## src/rtl/itoa_pkg.sv

```systemverilog
// ----------------------------------------------------------------------------
// itoa_pkg
// Shared types and constants for the integer to ASCII radix converter.
// ----------------------------------------------------------------------------
`default_nettype none

package itoa_pkg;

   localparam int RADIX_WIDTH = 6;
   localparam int DIGIT_WIDTH = 6;
   localparam int CHAR_WIDTH  = 8;

   localparam logic [RADIX_WIDTH-1:0] RADIX_MIN   = 6'd2;
   localparam logic [RADIX_WIDTH-1:0] RADIX_MAX   = 6'd36;
   localparam logic [CHAR_WIDTH-1:0]  DIGIT_BIAS  = 8'd48;
   localparam logic [CHAR_WIDTH-1:0]  LETTER_BIAS = 8'd55;
   localparam logic [CHAR_WIDTH-1:0]  MINUS_CHAR  = 8'h2D;
   localparam logic [CHAR_WIDTH-1:0]  ZERO_CHAR   = 8'h30;
   localparam logic [DIGIT_WIDTH-1:0] LAST_DECIMAL = 6'd9;

   typedef struct packed {
      logic load;
      logic div_step;
      logic store;
      logic read;
      logic emit_sign;
      logic emit_zero;
      logic emit_digit;
   } cmd_type;

   typedef struct packed {
      logic mag_zero;
      logic count_zero;
      logic negative;
   } status_type;

endpackage

`default_nettype wire

```

## src/rtl/int_to_ascii_radix_unit.sv

```systemverilog
// ----------------------------------------------------------------------------
// int_to_ascii_radix_unit
// Converts a signed integer to ASCII text in radix 2 to 36, one character
// per response, most significant character first.
// ----------------------------------------------------------------------------
// A request is taken when start is high and busy is low. Each digit comes
// from a bit-serial restoring divider whose remainder goes into a digit
// store. When the magnitude reaches zero, a '-' is sent for a negative
// value, then each digit is read back from the store and output (store
// read, then output), the last digit stored going out first.
// Characters appear on rsp_character with rsp_valid high for one cycle
// each and rsp_last on the final one; the receiver cannot stall, so every
// strobe must be captured. Radix values below 2 act as 2, above 36 as 36.
// ----------------------------------------------------------------------------
`default_nettype none

module int_to_ascii_radix_unit #(
   parameter int VALUE_WIDTH = 32
) (
   input  wire logic                                clock,
   input  wire logic                                reset,
   input  wire logic                                start,
   output      logic                                busy,
   input  wire logic signed [VALUE_WIDTH-1:0]       req_value,
   input  wire logic [itoa_pkg::RADIX_WIDTH-1:0]    req_radix,
   output      logic                                rsp_valid,
   output      logic [itoa_pkg::CHAR_WIDTH-1:0]     rsp_character,
   output      logic                                rsp_last
);

   itoa_pkg::cmd_type    cmd;
   itoa_pkg::status_type status;

   itoa_ctrl #(
      .VALUE_WIDTH(VALUE_WIDTH)
   ) u_ctrl (
      .clock (clock),
      .reset (reset),
      .start (start),
      .busy  (busy),
      .status(status),
      .cmd   (cmd)
   );

   itoa_dp #(
      .VALUE_WIDTH(VALUE_WIDTH)
   ) u_dp (
      .clock        (clock),
      .reset        (reset),
      .req_value    (req_value),
      .req_radix    (req_radix),
      .cmd          (cmd),
      .status       (status),
      .rsp_valid    (rsp_valid),
      .rsp_character(rsp_character),
      .rsp_last     (rsp_last)
   );

endmodule

`default_nettype wire

```

## src/rtl/itoa_dp.sv

```systemverilog
// ----------------------------------------------------------------------------
// itoa_dp
// Datapath: magnitude register, bit-serial restoring divider, digit store
// and registered character output.
// ----------------------------------------------------------------------------
`default_nettype none

module itoa_dp #(
   parameter int VALUE_WIDTH = 32
) (
   input  wire logic                                    clock,
   input  wire logic                                    reset,
   input  wire logic signed [VALUE_WIDTH-1:0]           req_value,
   input  wire logic [itoa_pkg::RADIX_WIDTH-1:0]        req_radix,
   input  wire itoa_pkg::cmd_type                       cmd,
   output      itoa_pkg::status_type                    status,
   output      logic                                    rsp_valid,
   output      logic [itoa_pkg::CHAR_WIDTH-1:0]         rsp_character,
   output      logic                                    rsp_last
);

   localparam int AW = (VALUE_WIDTH > 1) ? $clog2(VALUE_WIDTH) : 1;
   localparam int CW = $clog2(VALUE_WIDTH + 1);

   logic [VALUE_WIDTH-1:0]               mag_ff, mag_in;
   logic [itoa_pkg::RADIX_WIDTH-1:0]     radix_ff, radix_in;
   logic [itoa_pkg::DIGIT_WIDTH-1:0]     rem_ff, rem_in;
   logic [CW-1:0]                        count_ff, count_in;
   logic                                 neg_ff, neg_in;
   logic [itoa_pkg::DIGIT_WIDTH-1:0]     store_mem [VALUE_WIDTH];
   logic [itoa_pkg::DIGIT_WIDTH-1:0]     rd_data_ff;
   logic [AW-1:0]                        rd_addr;
   logic [CW-1:0]                        count_dec;
   logic [itoa_pkg::DIGIT_WIDTH:0]       trial;
   logic                                 q_bit;
   logic [itoa_pkg::CHAR_WIDTH-1:0]      digit_char;
   logic                                 valid_ff, valid_in;
   logic [itoa_pkg::CHAR_WIDTH-1:0]      char_ff, char_in;
   logic                                 last_ff, last_in;

   assign count_dec = count_ff - CW'(1);
   assign rd_addr   = count_dec[AW-1:0];
   assign trial     = {rem_ff, mag_ff[VALUE_WIDTH-1]};
   assign q_bit     = (trial >= {1'b0, radix_ff});
   assign digit_char = (rd_data_ff > itoa_pkg::LAST_DECIMAL)
                     ? ({2'b00, rd_data_ff} + itoa_pkg::LETTER_BIAS)
                     : ({2'b00, rd_data_ff} + itoa_pkg::DIGIT_BIAS);

   always_comb begin
      mag_in   = mag_ff;
      radix_in = radix_ff;
      rem_in   = rem_ff;
      count_in = count_ff;
      neg_in   = neg_ff;
      priority if (cmd.load) begin
         neg_in   = req_value[VALUE_WIDTH-1];
         mag_in   = req_value[VALUE_WIDTH-1] ? (~req_value + VALUE_WIDTH'(1)) : req_value;
         if (req_radix < itoa_pkg::RADIX_MIN) begin
            radix_in = itoa_pkg::RADIX_MIN;
         end else if (req_radix > itoa_pkg::RADIX_MAX) begin
            radix_in = itoa_pkg::RADIX_MAX;
         end else begin
            radix_in = req_radix;
         end
         rem_in   = '0;
         count_in = '0;
      end else if (cmd.div_step) begin
         mag_in = {mag_ff[VALUE_WIDTH-2:0], q_bit};
         rem_in = q_bit ? trial[itoa_pkg::DIGIT_WIDTH-1:0] - radix_ff
                        : trial[itoa_pkg::DIGIT_WIDTH-1:0];
      end else if (cmd.store) begin
         rem_in   = '0;
         count_in = count_ff + CW'(1);
      end else if (cmd.read) begin
         count_in = count_dec;
      end
   end

   always_comb begin
      valid_in = cmd.emit_sign | cmd.emit_zero | cmd.emit_digit;
      char_in  = char_ff;
      last_in  = last_ff;
      unique case (1'b1)
         cmd.emit_sign: begin
            char_in = itoa_pkg::MINUS_CHAR;
            last_in = 1'b0;
         end
         cmd.emit_zero: begin
            char_in = itoa_pkg::ZERO_CHAR;
            last_in = 1'b1;
         end
         cmd.emit_digit: begin
            char_in = digit_char;
            last_in = (count_ff == '0);
         end
         default: begin
         end
      endcase
   end

   always_ff @(posedge clock) begin
      if (reset) begin
         mag_ff   <= '0;
         rem_ff   <= '0;
         count_ff <= '0;
         neg_ff   <= 1'b0;
         valid_ff <= 1'b0;
      end else begin
         mag_ff   <= mag_in;
         rem_ff   <= rem_in;
         count_ff <= count_in;
         neg_ff   <= neg_in;
         valid_ff <= valid_in;
      end
   end

   always_ff @(posedge clock) begin
      radix_ff <= radix_in;
      char_ff  <= char_in;
      last_ff  <= last_in;
   end

   always_ff @(posedge clock) begin
      if (cmd.store) begin
         store_mem[count_ff[AW-1:0]] <= rem_ff;
      end
      if (cmd.read) begin
         rd_data_ff <= store_mem[rd_addr];
      end
   end

   assign status.mag_zero   = (mag_ff == '0);
   assign status.count_zero = (count_ff == '0);
   assign status.negative   = neg_ff;

   assign rsp_valid     = valid_ff;
   assign rsp_character = char_ff;
   assign rsp_last      = last_ff;

endmodule

`default_nettype wire

```

## src/rtl/itoa_ctrl.sv

```systemverilog
// ----------------------------------------------------------------------------
// itoa_ctrl
// Controller: sequences load, digit division, sign, a lone zero, and reverse digit output.
// ----------------------------------------------------------------------------
`default_nettype none

module itoa_ctrl #(
   parameter int VALUE_WIDTH = 32
) (
   input  wire logic                 clock,
   input  wire logic                 reset,
   input  wire logic                 start,
   output      logic                 busy,
   input  wire itoa_pkg::status_type status,
   output      itoa_pkg::cmd_type    cmd
);

   localparam int SW = (VALUE_WIDTH > 1) ? $clog2(VALUE_WIDTH) : 1;

   typedef enum logic [7:0] {
      ST_IDLE   = 8'b0000_0001,
      ST_CHECK  = 8'b0000_0010,
      ST_DIVIDE = 8'b0000_0100,
      ST_STORE  = 8'b0000_1000,
      ST_SIGN   = 8'b0001_0000,
      ST_ZERO   = 8'b0010_0000,
      ST_READ   = 8'b0100_0000,
      ST_EMIT   = 8'b1000_0000
   } state_type;

   state_type     state_ff, state_in;
   logic [SW-1:0] step_ff, step_in;
   logic          step_last;

   assign step_last = (step_ff == SW'(VALUE_WIDTH - 1));

   always_comb begin
      state_in = state_ff;
      step_in  = step_ff;
      cmd      = '0;
      unique case (state_ff)
         ST_IDLE: begin
            if (start) begin
               cmd.load = 1'b1;
               state_in = ST_CHECK;
            end
         end
         ST_CHECK: begin
            step_in = '0;
            priority if (!status.mag_zero) begin
               state_in = ST_DIVIDE;
            end else if (status.negative) begin
               state_in = ST_SIGN;
            end else if (status.count_zero) begin
               state_in = ST_ZERO;
            end else begin
               state_in = ST_READ;
            end
         end
         ST_DIVIDE: begin
            cmd.div_step = 1'b1;
            step_in      = step_ff + SW'(1);
            if (step_last) begin
               state_in = ST_STORE;
            end
         end
         ST_STORE: begin
            cmd.store = 1'b1;
            state_in  = ST_CHECK;
         end
         ST_SIGN: begin
            cmd.emit_sign = 1'b1;
            state_in      = status.count_zero ? ST_ZERO : ST_READ;
         end
         ST_ZERO: begin
            cmd.emit_zero = 1'b1;
            state_in      = ST_IDLE;
         end
         ST_READ: begin
            cmd.read = 1'b1;
            state_in = ST_EMIT;
         end
         ST_EMIT: begin
            cmd.emit_digit = 1'b1;
            state_in       = status.count_zero ? ST_IDLE : ST_READ;
         end
         default: begin
            state_in = ST_IDLE;
         end
      endcase
   end

   always_ff @(posedge clock) begin
      if (reset) begin
         state_ff <= ST_IDLE;
         step_ff  <= '0;
      end else begin
         state_ff <= state_in;
         step_ff  <= step_in;
      end
   end

   assign busy = (state_ff != ST_IDLE);

endmodule

`default_nettype wire

```

## config.mk

```make
export PLATFORM = sky130hd
export DESIGN_NAME = int_to_ascii_radix_unit
export DESIGN_NICKNAME = d
export VERILOG_FILES = /design/src/rtl/itoa_pkg.sv /design/src/rtl/int_to_ascii_radix_unit.sv /design/src/rtl/itoa_dp.sv /design/src/rtl/itoa_ctrl.sv
export SDC_FILE = /design/constraint.sdc
export NUM_CORES = 1
export LEC_CHECK = 0
export ABC_CLOCK_PERIOD_IN_PS = 3420
export BUFFER_PORTS_ARGS = -buffer_cell sky130_fd_sc_hd__buf_2
export CORE_MARGIN = 3
export CORE_UTILIZATION = 45
export DETAILED_ROUTE_END_ITERATION = 8
export RECOVER_POWER = 100
export SYNTH_ARGS = -nofsm -noshare
export SYNTH_HDL_FRONTEND = slang
export SYNTH_HIERARCHICAL = 1
export SYNTH_SLANG_ARGS = --single-unit
```

## constraint.sdc

```tcl
create_clock -name clock -period 3.42 [get_ports clock]
set_input_delay 0.342 -clock clock [delete_from_list [all_inputs] [get_ports clock]]
set_output_delay 0.342 -clock clock [all_outputs]
set_load 0.05 [all_outputs]
```

# --- After elaboration in Yosys (flattened, before gate mapping) ---
# Memories as Yosys holds them, arrays and structs flattened. A register that Yosys moved wholly into a read port is not among the register bits.
# Index checks and enable logic that the tools add are counted.
op_classes:
  n_addsub: 7
  mul: 0
  n_div: 0
  n_lt_le_gt_ge: 4
  eq_ne: 12
  shifts: 0
  mux: 30
  bitwise: 4
  reduce_logical: 11
ops:
  columns: ["operator", "count"]
  rows:
  - ["$mux 32", 3]
  - ["$pmux 8 s7", 1]
  - ["$mux 8", 5]
  - ["$mux 6", 6]
  - ["$add 32x2->32 const B", 1]
  - ["$logic_not 32->1", 1]
  - ["$not 32->32", 1]
  - ["$pmux 8 s3", 1]
  - ["$add 6x6->7 const B", 2]
  - ["$mux 7", 2]
  - ["$mux 1", 10]
  - ["$pmux 5 s2", 1]
  - ["$eq 8x1->1 const B", 1]
  - ["$eq 8x2->1 const B", 1]
  - ["$eq 8x3->1 const B", 1]
  - ["$eq 8x4->1 const B", 1]
  - ["$eq 8x5->1 const B", 1]
  - ["$eq 8x6->1 const B", 1]
  - ["$eq 8x7->1 const B", 1]
  - ["$eq 8x8->1 const B", 1]
  - ["$ne 8x1->1 const B", 1]
  - ["$reduce_bool 2->1", 4]
  - ["$ge 7x6->1", 1]
  - ["$add 6x1->6 const B", 1]
  - ["other kinds (16)", 19]
totals:
  regBits: 74
  latchBits: 0
  ramBits: 192
  rom_bits: 0
  in_bits: 41
  out_inout_bits: 11
  wordCells: 80
  mem_count: 1
memory_table:
  columns: ["memory", "depth", "width", "read_ports", "rd_clocked_by_memory_dff", "write_ports", "line_no", "text"]
  rows:
  - ["u_dp.store_mem", 32, 6, 1, 1, 1, "itoa_dp.sv:30", "logic [itoa_pkg::DIGIT_WIDTH-1:0] store_mem [VALUE_WIDTH];"]

# --- Depth between registers and ports, before layout ---
# Gate-level depths: netlist of the first run.
logic_depth:
  ltp_word: 5
  depth_mapped: 11
  ltp_nobuf: 9

# --- Cells and area by module ---
# The synthesis of the first run kept the hierarchy.
by_module_without_submodules:
  columns: ["module", "instances", "cells_each", "area_per_inst_um2", "seq_area_each_um2"]
  rows:
  - ["itoa_dp", 1, 829, 11782.6, 7287.0]
  - ["itoa_ctrl", 1, 98, 814.5, 260.2]

# --- Worst setup path before layout of the first run ---
# No wires, ideal clock.
synth_timing:
  path_type: "reg-to-reg"
  from: "register u_ctrl.state_ff[2]"
  to: "register u_dp.count_ff[2]"
  setup_time_ps: 127
  arrival_time_ps: 2478
  t_required_ps: 3293
  path_slack_ps: 815
  stages_incl_launch_ff: 12
  n_path_buf: 3
  synth_period_minus_slack_ps: 2605
  cell_sequence: "dfxtp_1 clkbuf_1 or4_1 clkbuf_1 or2_1 nor2_1 nor2_1 or2_2 clkbuf_1 a21oi_1 xnor2_1 nor2_1"
synth_rtl:
  columns: ["item", "line_no", "text"]
  rows:
  - ["from (decl)", "itoa_ctrl.sv:31", "state_type state_ff, state_in;"]
  - ["from (signal assigned)", "itoa_ctrl.sv:98", "state_ff <= state_in;"]
  - ["to (signal assigned)", "itoa_dp.sv:111", "count_ff <= count_in;"]
  - ["to (decl)", "itoa_dp.sv:28", "logic [CW-1:0] count_ff, count_in;"]

# --- Worst setup path after layout of the first run ---
layout_timing:
  from: "register u_dp/rem_ff[4] (netlist name)"
  to: "register u_dp/rem_ff[3] (netlist name)"
layout_via:
  elab_chain_cells: 3
layout_rtl:
  columns: ["item", "line_no", "text"]
  rows:
  - ["from (decl)", "itoa_dp.sv:27", "logic [itoa_pkg::DIGIT_WIDTH-1:0] rem_ff, rem_in;"]
  - ["from (signal assigned)", "itoa_dp.sv:110", "rem_ff <= rem_in;"]
  - ["$ge 7x6->1", "itoa_dp.sv:44", "assign q_bit = (trial >= {1'b0, radix_ff});"]
  - ["$mux 6", "itoa_dp.sv:69", "rem_in = q_bit ? trial[itoa_pkg::DIGIT_WIDTH-1:0] - radix_ff"]
  - ["$mux 6", "itoa_dp.sv:67", "end else if (cmd.div_step) begin"]
# No other way between the ends.
# A chain may end at the register's enable or synchronous reset.

==> results of run 1 <==
==> cell type report <==
cell class                 count  area [um^2]
fill                        2290        13100
inverter                      25        93.84
sequential                   271         7551
clock inverter                20        230.2
multi-input combinational    580         4712
tap                          372        465.4
timing repair buffer          75        380.4
clock buffer                  32        715.7
==> cell usage in the layout, fill, tap and decap left out, drive strengths merged, types with 17 or more instances in the layout <==
cell type,Yosys,final
nor4,22,22
dfxtp,59,59
mux4,48,48
ha,17,17
clkbuf,30,56
mux2i,26,26
inv,25,26
nand2,37,37
a211oi,36,36
edfxtp,212,212
o21ai,32,32
nor2,86,86
nor2b,24,24
a21oi,27,27
buf,21,51
nor3,19,19
xor2,23,23
==> path summary, 6_finish.rpt <==
check | from | cells after the start | slack (ns) | to
hold reg to reg | u_dp/neg_ff | 2 | 0.49 | u_dp/neg_ff
setup / recovery | u_dp/rem_ff[4] | 6 | 0.42 | u_dp/rem_ff[3]
setup reg to reg | u_dp/rem_ff[4] | 6 | 0.42 | u_dp/rem_ff[3]
hold / removal | req_value[27] | 3 | 0.1 | u_dp/mag_ff[27]
==> layer usage <==
layer	global-route usage (%)	vias up	share of wire, %
li1	-	3710	-
met1	25.41	3849	46
met5	0	-	0
met4	3.784	0	1.7
met2	28.43	165	48
met3	2.650	35	4.3
==> sequential cells by signal, summed over array words and instances, names as in the netlist <==
| name | count |
|---|---|
| u_ctrl/state_ff | 8 |
| u_ctrl/step_ff | 5 |
| u_dp/count_ff | 6 |
| u_dp/mag_ff | 32 |
| u_dp/neg_ff | 1 |
| u_dp/radix_ff | 6 |
| u_dp/rd_data_ff | 6 |
| u_dp/rem_ff | 6 |
| u_dp/rsp_character | 7 |
| u_dp/rsp_last | 1 |
| u_dp/rsp_valid | 1 |
| u_dp/store_mem | 192 |
==> critical path: cells and delay by family (launching register included) <==
family,cells,cell delay [ns]
fa+ha+maj,1,0.48
compound gates,4,0.81
flops,1,0.30
buf+inv,1,1.28
==> logic make-up (layout without fill, tap and decap cells) <==
family / count (synthesis) / in the layout / share of synthesized area [%]
buffers and inverters: 76 / 152 / 2.712
and+or+nand+nor: 267 / 267 / 11.56
muxes: 90 / 90 / 12.08
xor gates and xnor gates: 35 / 35 / 2.433
other: 1 / 1 / 0.02977
adders and majority gates: 19 / 19 / 1.927
DFF: 271 / 271 / 59.91
AOI/OAI and AO/OA: 168 / 168 / 9.347
==> power groups by stage <==
stage                     clock [mW]  sequential (mW)  combinational (mW)
final                           3.07             3.85                1.25
after global routing            3.30             3.87                1.39
after CTS                       3.15             3.85                1.26
after detailed placement           0             3.92                1.25
after global placement             0             3.91                1.25
after floorplan                    0             3.85               0.977
==> results.tsv, run 1 <==
metric	value	unit
antenna_found_initial	0	
setup.worst_path.start_class	flop	
yosysTopAreaCell	edfxtp_1	
vias	7759	
min_path_type	in2reg	
grt_pass1_vias	7754	
pre_cts_ws	0.6368	ns
die_h	173.3	um
run_status	finished with violations	
numPortBuffers	50	
combPwrFrac	15.3	%
die-area	30040	um^2
start_util	46.23	%
final_util	51.92	%
cp.arrival	3.42	ns
drt-pass1-iter-count	5	
grt_start_max_net_pins	44	
max_stage_delay	1.28	ns
hold_slack	0.09769	ns
drcViolationCount	0	
synthesis.nets	986	
synthArstFlopShare	0	%
core-area	27250	um^2
p_sw_share	26.07	%
tightest_slew	1.810	ns
synth-seq-cells	271	
post-synth-top-area-fraction	50.54	%
p_seq_share	47.1	%
critPathSlowestCell	clkbuf_1	
p_clk_share	37.6	%
path_cells	clkbuf_1 > ha_1 > o21a_1 > o31ai_2 > a2111oi_0 > a311o_1	
cts.sinks	271	
yosysUniqueCellTypes	74	
dpl_cell_area	13280	um^2
postCtsSetupRepairBufs	0	
synthCells	927	
post-synth-top-count-cell	edfxtp_1	
critPathKind	reg2reg	
cts.path.max_buffers	3	
ctsResizeCount	0	
row_count	60	
dp_cells	1323	
place.gp.congestion	0.7865	
setup_viol	0	
fin_ws	0.4183	ns
p_int	6.037	mW
maxCapViolCount	2	
max_freq	333.1	MHz
wl	26560	um
root_buffer	clkbuf_16	
post_drt_wl_per_cell	19.31	um
grt.overflow.total	0	
cp-end-kind	flop	
skew	0.02108	ns
critPathMaxFanout	35	
slew_headroom	-20.67	%
syn-cell-area	12600	um^2
synth_warnings	6	
synth_edf_count	212	
seq_area_frac_synth	59.91	%
cts_max_level	1	
dpl.hpwl	17610	um
avgViaCountPerCell	5.643	
die_w	173.3	um
slew_violations	71	
power_density	577.2	nW/um^2
avgSynthCellArea	13.59	um^2
drt_first_iter_violations	545	
leakagePower	5.017	nW
rsz0062_at_grt	no	
p_sw	2.129	mW
stdcell_count	1375	
violations	capacitance limit, slew limit	
ant_nets	0	
hold_buffers	0	
p_total	8.167	mW
tns	0	ns
area_delta_synth_final	12.32	%
ir_worst_vdd	0.0004036	V
final_cell_area	14150	um^2
ys.flop_type	edfxtp_1	
insertion_delay	0.54	ns
antenna_cells	0	
crit_required	3.84	ns
grt_pass1_wl	43130	um
ys_top_cells_by_count	212 x edfxtp_1, 86 x nor2_1, 59 x dfxtp_1	
drive_gt1_share	18.44	%
cts_made_buffers	28	
clk_pin_slew	0.06	ns
fin_crit	3.002	ns
finalNetCount	1040	
num_io_pins	52	
grt_usage	17.58	%
ys_top_cells_by_area	edfxtp_1 51%, dfxtp_1 9.4%, mux4_2 8.6%	
cts_tree	built	
period_share	87.77	%
hold_viol	0	
No activity file was read; power rests on OpenSTA's default activity.
==> run 2: changes to the inputs <==
CELL_PAD_IN_SITES_DETAIL_PLACEMENT = 1   (was unset)
CELL_PAD_IN_SITES_GLOBAL_PLACEMENT = 1   (was unset)
MAX_ROUTING_LAYER = met4   (was unset)
PLACE_DENSITY_LB_ADDON = 0.1   (was unset)
==> run 2 against run 1 <==
Net effect: the run still ends with capacitance limit, slew limit left; hold slack got worse by 0.016 ns; clock skew fell by 0.0044 ns; fmax rose by 1.1%; critical path depth rose by 1; sequential cell count did not move; die area did not move; sequential share of layout area fell by 0.64 points; routed wire length rose by 15%; non-clock buffer count rose by 2; count of clock-buffer cells in the layout rose by 6; critical endpoint is now u_dp/rd_data_ff[4]; largest power group unchanged.
==> results.tsv, run 2 (same netlist as run 1, synthesis figures left out) <==
metric	value	unit	change
insertion_delay	0.55	ns	was 0.54 ns
cts_max_level	1		unchanged
worstReg2RegStart	u_dp/count_ff[0]		was u_dp/rem_ff[4]
drt-pass1-iter-count	4		was 5
skew	0.01666	ns	was 0.02108 ns
grt_usage	20.66	%	was 17.58%
clk_pin_slew	0.06	ns	about the same
drcViolationCount	0		unchanged
pre_cts_ws	0.7268	ns	was 0.6368 ns
drive_gt1_share	18.24	%	was 18.44%
max_freq	336.9	MHz	was 333.1 MHz
drt_first_iter_violations	544		was 545
reg2reg_to	u_dp/rd_data_ff[4]		was u_dp/rem_ff[3]
rsz0062_at_grt	no		unchanged
ir_worst_vdd	0.0003762	V	was 0.0004036 V
root_buffer	clkbuf_16		unchanged
final_util	52.52	%	was 51.92%
setup.worst_path.start_class	flop		unchanged
hold_buffers	0		unchanged
layout_common_cells	212 x edfxtp_1, 86 x nor2_1, 59 x dfxtp_1		was 212 x edfxtp_1, 86 x nor2_1, 58 x dfxtp_1
hold_viol	0		unchanged
cp-end-kind	flop		unchanged
cp.arrival	3.26	ns	was 3.42 ns
setup_viol	0		unchanged
vias	7864		was 7,759
critPathBufInv	2		was 1
ctsResizeCount	0		unchanged
postCtsSetupRepairBufs	0		unchanged
place.gp.congestion	0.8060		was 0.7865
tightest_slew	1.885	ns	was 1.810 ns
grt_pass1_vias	8171		was 7,754
power_density	599.3	nW/um^2	was 577.2 nW/um^2
maxCapViolCount	5		was 2
timing.critical_path.to	u_dp/rd_data_ff[4]		was u_dp/rem_ff[3]
stdcell_count	1381		was 1,375
leakagePower	5.088	nW	was 5.017 nW
dpl.hpwl	20300	um	was 17,610 um
layout_commonest_cell	edfxtp_1		unchanged
die-area	30040	um^2	unchanged
max_stage_delay	0.95	ns	was 1.28 ns
die_h	173.3	um	unchanged
wl	30480	um	was 26,560 um
area_delta_synth_final	13.62	%	was 12.32%
crit_required	3.72	ns	was 3.84 ns
core-area	27250	um^2	unchanged
avgViaCountPerCell	5.694		was 5.643
antenna_cells	0		unchanged
ant_nets	0		unchanged
hold_start	req_value[27]		unchanged
cts_made_buffers	30		was 28
crit_path_start	u_dp/count_ff[0]		was u_dp/rem_ff[4]
cts.path.max_buffers	3		unchanged
slew_headroom	-25.65	%	was -20.67%
antenna_found_initial	0		unchanged
slew_violations	175		was 71
die_w	173.3	um	unchanged
path_cells	inv_1 > ha_1 > buf_12 > mux4_2 > mux2_1 > o22ai_1 > nor2_1		was clkbuf_1 > ha_1 > o21a_1 > o31ai_2 > a2111oi_0 > a311o_1
numPortBuffers	50		unchanged
r2r_cells	7		was 6
num_io_pins	52		unchanged
critPathKind	reg2reg		unchanged
cts.sinks	271		unchanged
fin_ws	0.4522	ns	was 0.4183 ns
cts_tree	built		unchanged
fin_crit	2.968	ns	was 3.002 ns
run_status	finished with violations		unchanged
ff2ff_setup_slack	0.45	ns	was 0.42 ns
violations	capacitance limit, slew limit		unchanged
grt_pass1_wl	47810	um	was 43,130 um
period_share	86.78	%	was 87.77%
min_path_type	in2reg		unchanged
critical_path_depth	7		was 6
critPathMaxFanout	31		was 35
finalNetCount	1044		was 1,040
largest_register_ffs	192		unchanged
dp_cells	1325		was 1,323
grt.overflow.total	0		unchanged
cp_top_family	adder cells		was buffers and inverters
critPathSlowestCell	ha_1		was clkbuf_1
grt_start_max_net_pins	57		was 44
row_count	60		unchanged
tns	0	ns	unchanged
start_util	46.23	%	unchanged
post_drt_wl_per_cell	22.07	um	was 19.31 um
run 2: cell count changes in the layout (fill, tap and decap cells not counted), sizes merged:
cell	before	now
buf	51	55
clkbuf	56	60
clkinvlp	2	0
clkinv	13	11
inv	26	25
bufinv	4	7
run 2: per-layer routing:
| metal | track usage (%) | share of wire [%] |
|---|---|---|
| met4 | 3.547 | 1.7 |
| met1 | 29.03 | 47 |
| met2 | 33.29 | 48 |
| met5 | - | 0 |
| met3 | 2.278 | 3.9 |
run 2: how the worst min path moves through the flow:
stage | end | slack [ns] | depth (start not counted)
after global placement | u_dp/neg_ff | 0.47 | 2
after floorplan | u_dp/neg_ff | 0.45 | 2
final | u_dp/mag_ff[27] | 0.08 | 3
after global routing | u_dp/radix_ff[2] | 0.08 | 2
after CTS | u_dp/radix_ff[5] | 0.05 | 1
after detailed placement | u_dp/neg_ff | 0.49 | 2
run 2: cell type report:
class	count	area (um^2)
fillers	2732	12940
flip-flops and latches	271	7547
multi-input cells	580	4715
clock buffers	38	802.0
well taps	372	465.4
repair buffers	77	425.4
clock inverters	18	264.0
inverters	25	93.84
run 2: report_power, final:
part	internal, mW	switching (mW)
clock	2.18	1.26
combinational	0.526	0.766
sequential	3.70	0.155
run 2: worst reg2reg max path, cell delays in order (launching register included):
cell,delay (ns)
dfxtp_1,0.37
inv_1,0.11
ha_1,0.95
buf_12,0.32
mux4_2,0.38
mux2_1,0.33
o22ai_1,0.16
nor2_1,0.09
run 2: per-stage QoR:
step,instance area (um^2),hold WS (ns),power [mW]
detailed placement,13320,0.4864,5.213
floorplan,12600,0.4508,4.826
CTS,14390,0.04690,8.667
finish,14310,0.08183,8.578
global placement,13320,0.4742,5.194
global route,14310,0.07994,8.954
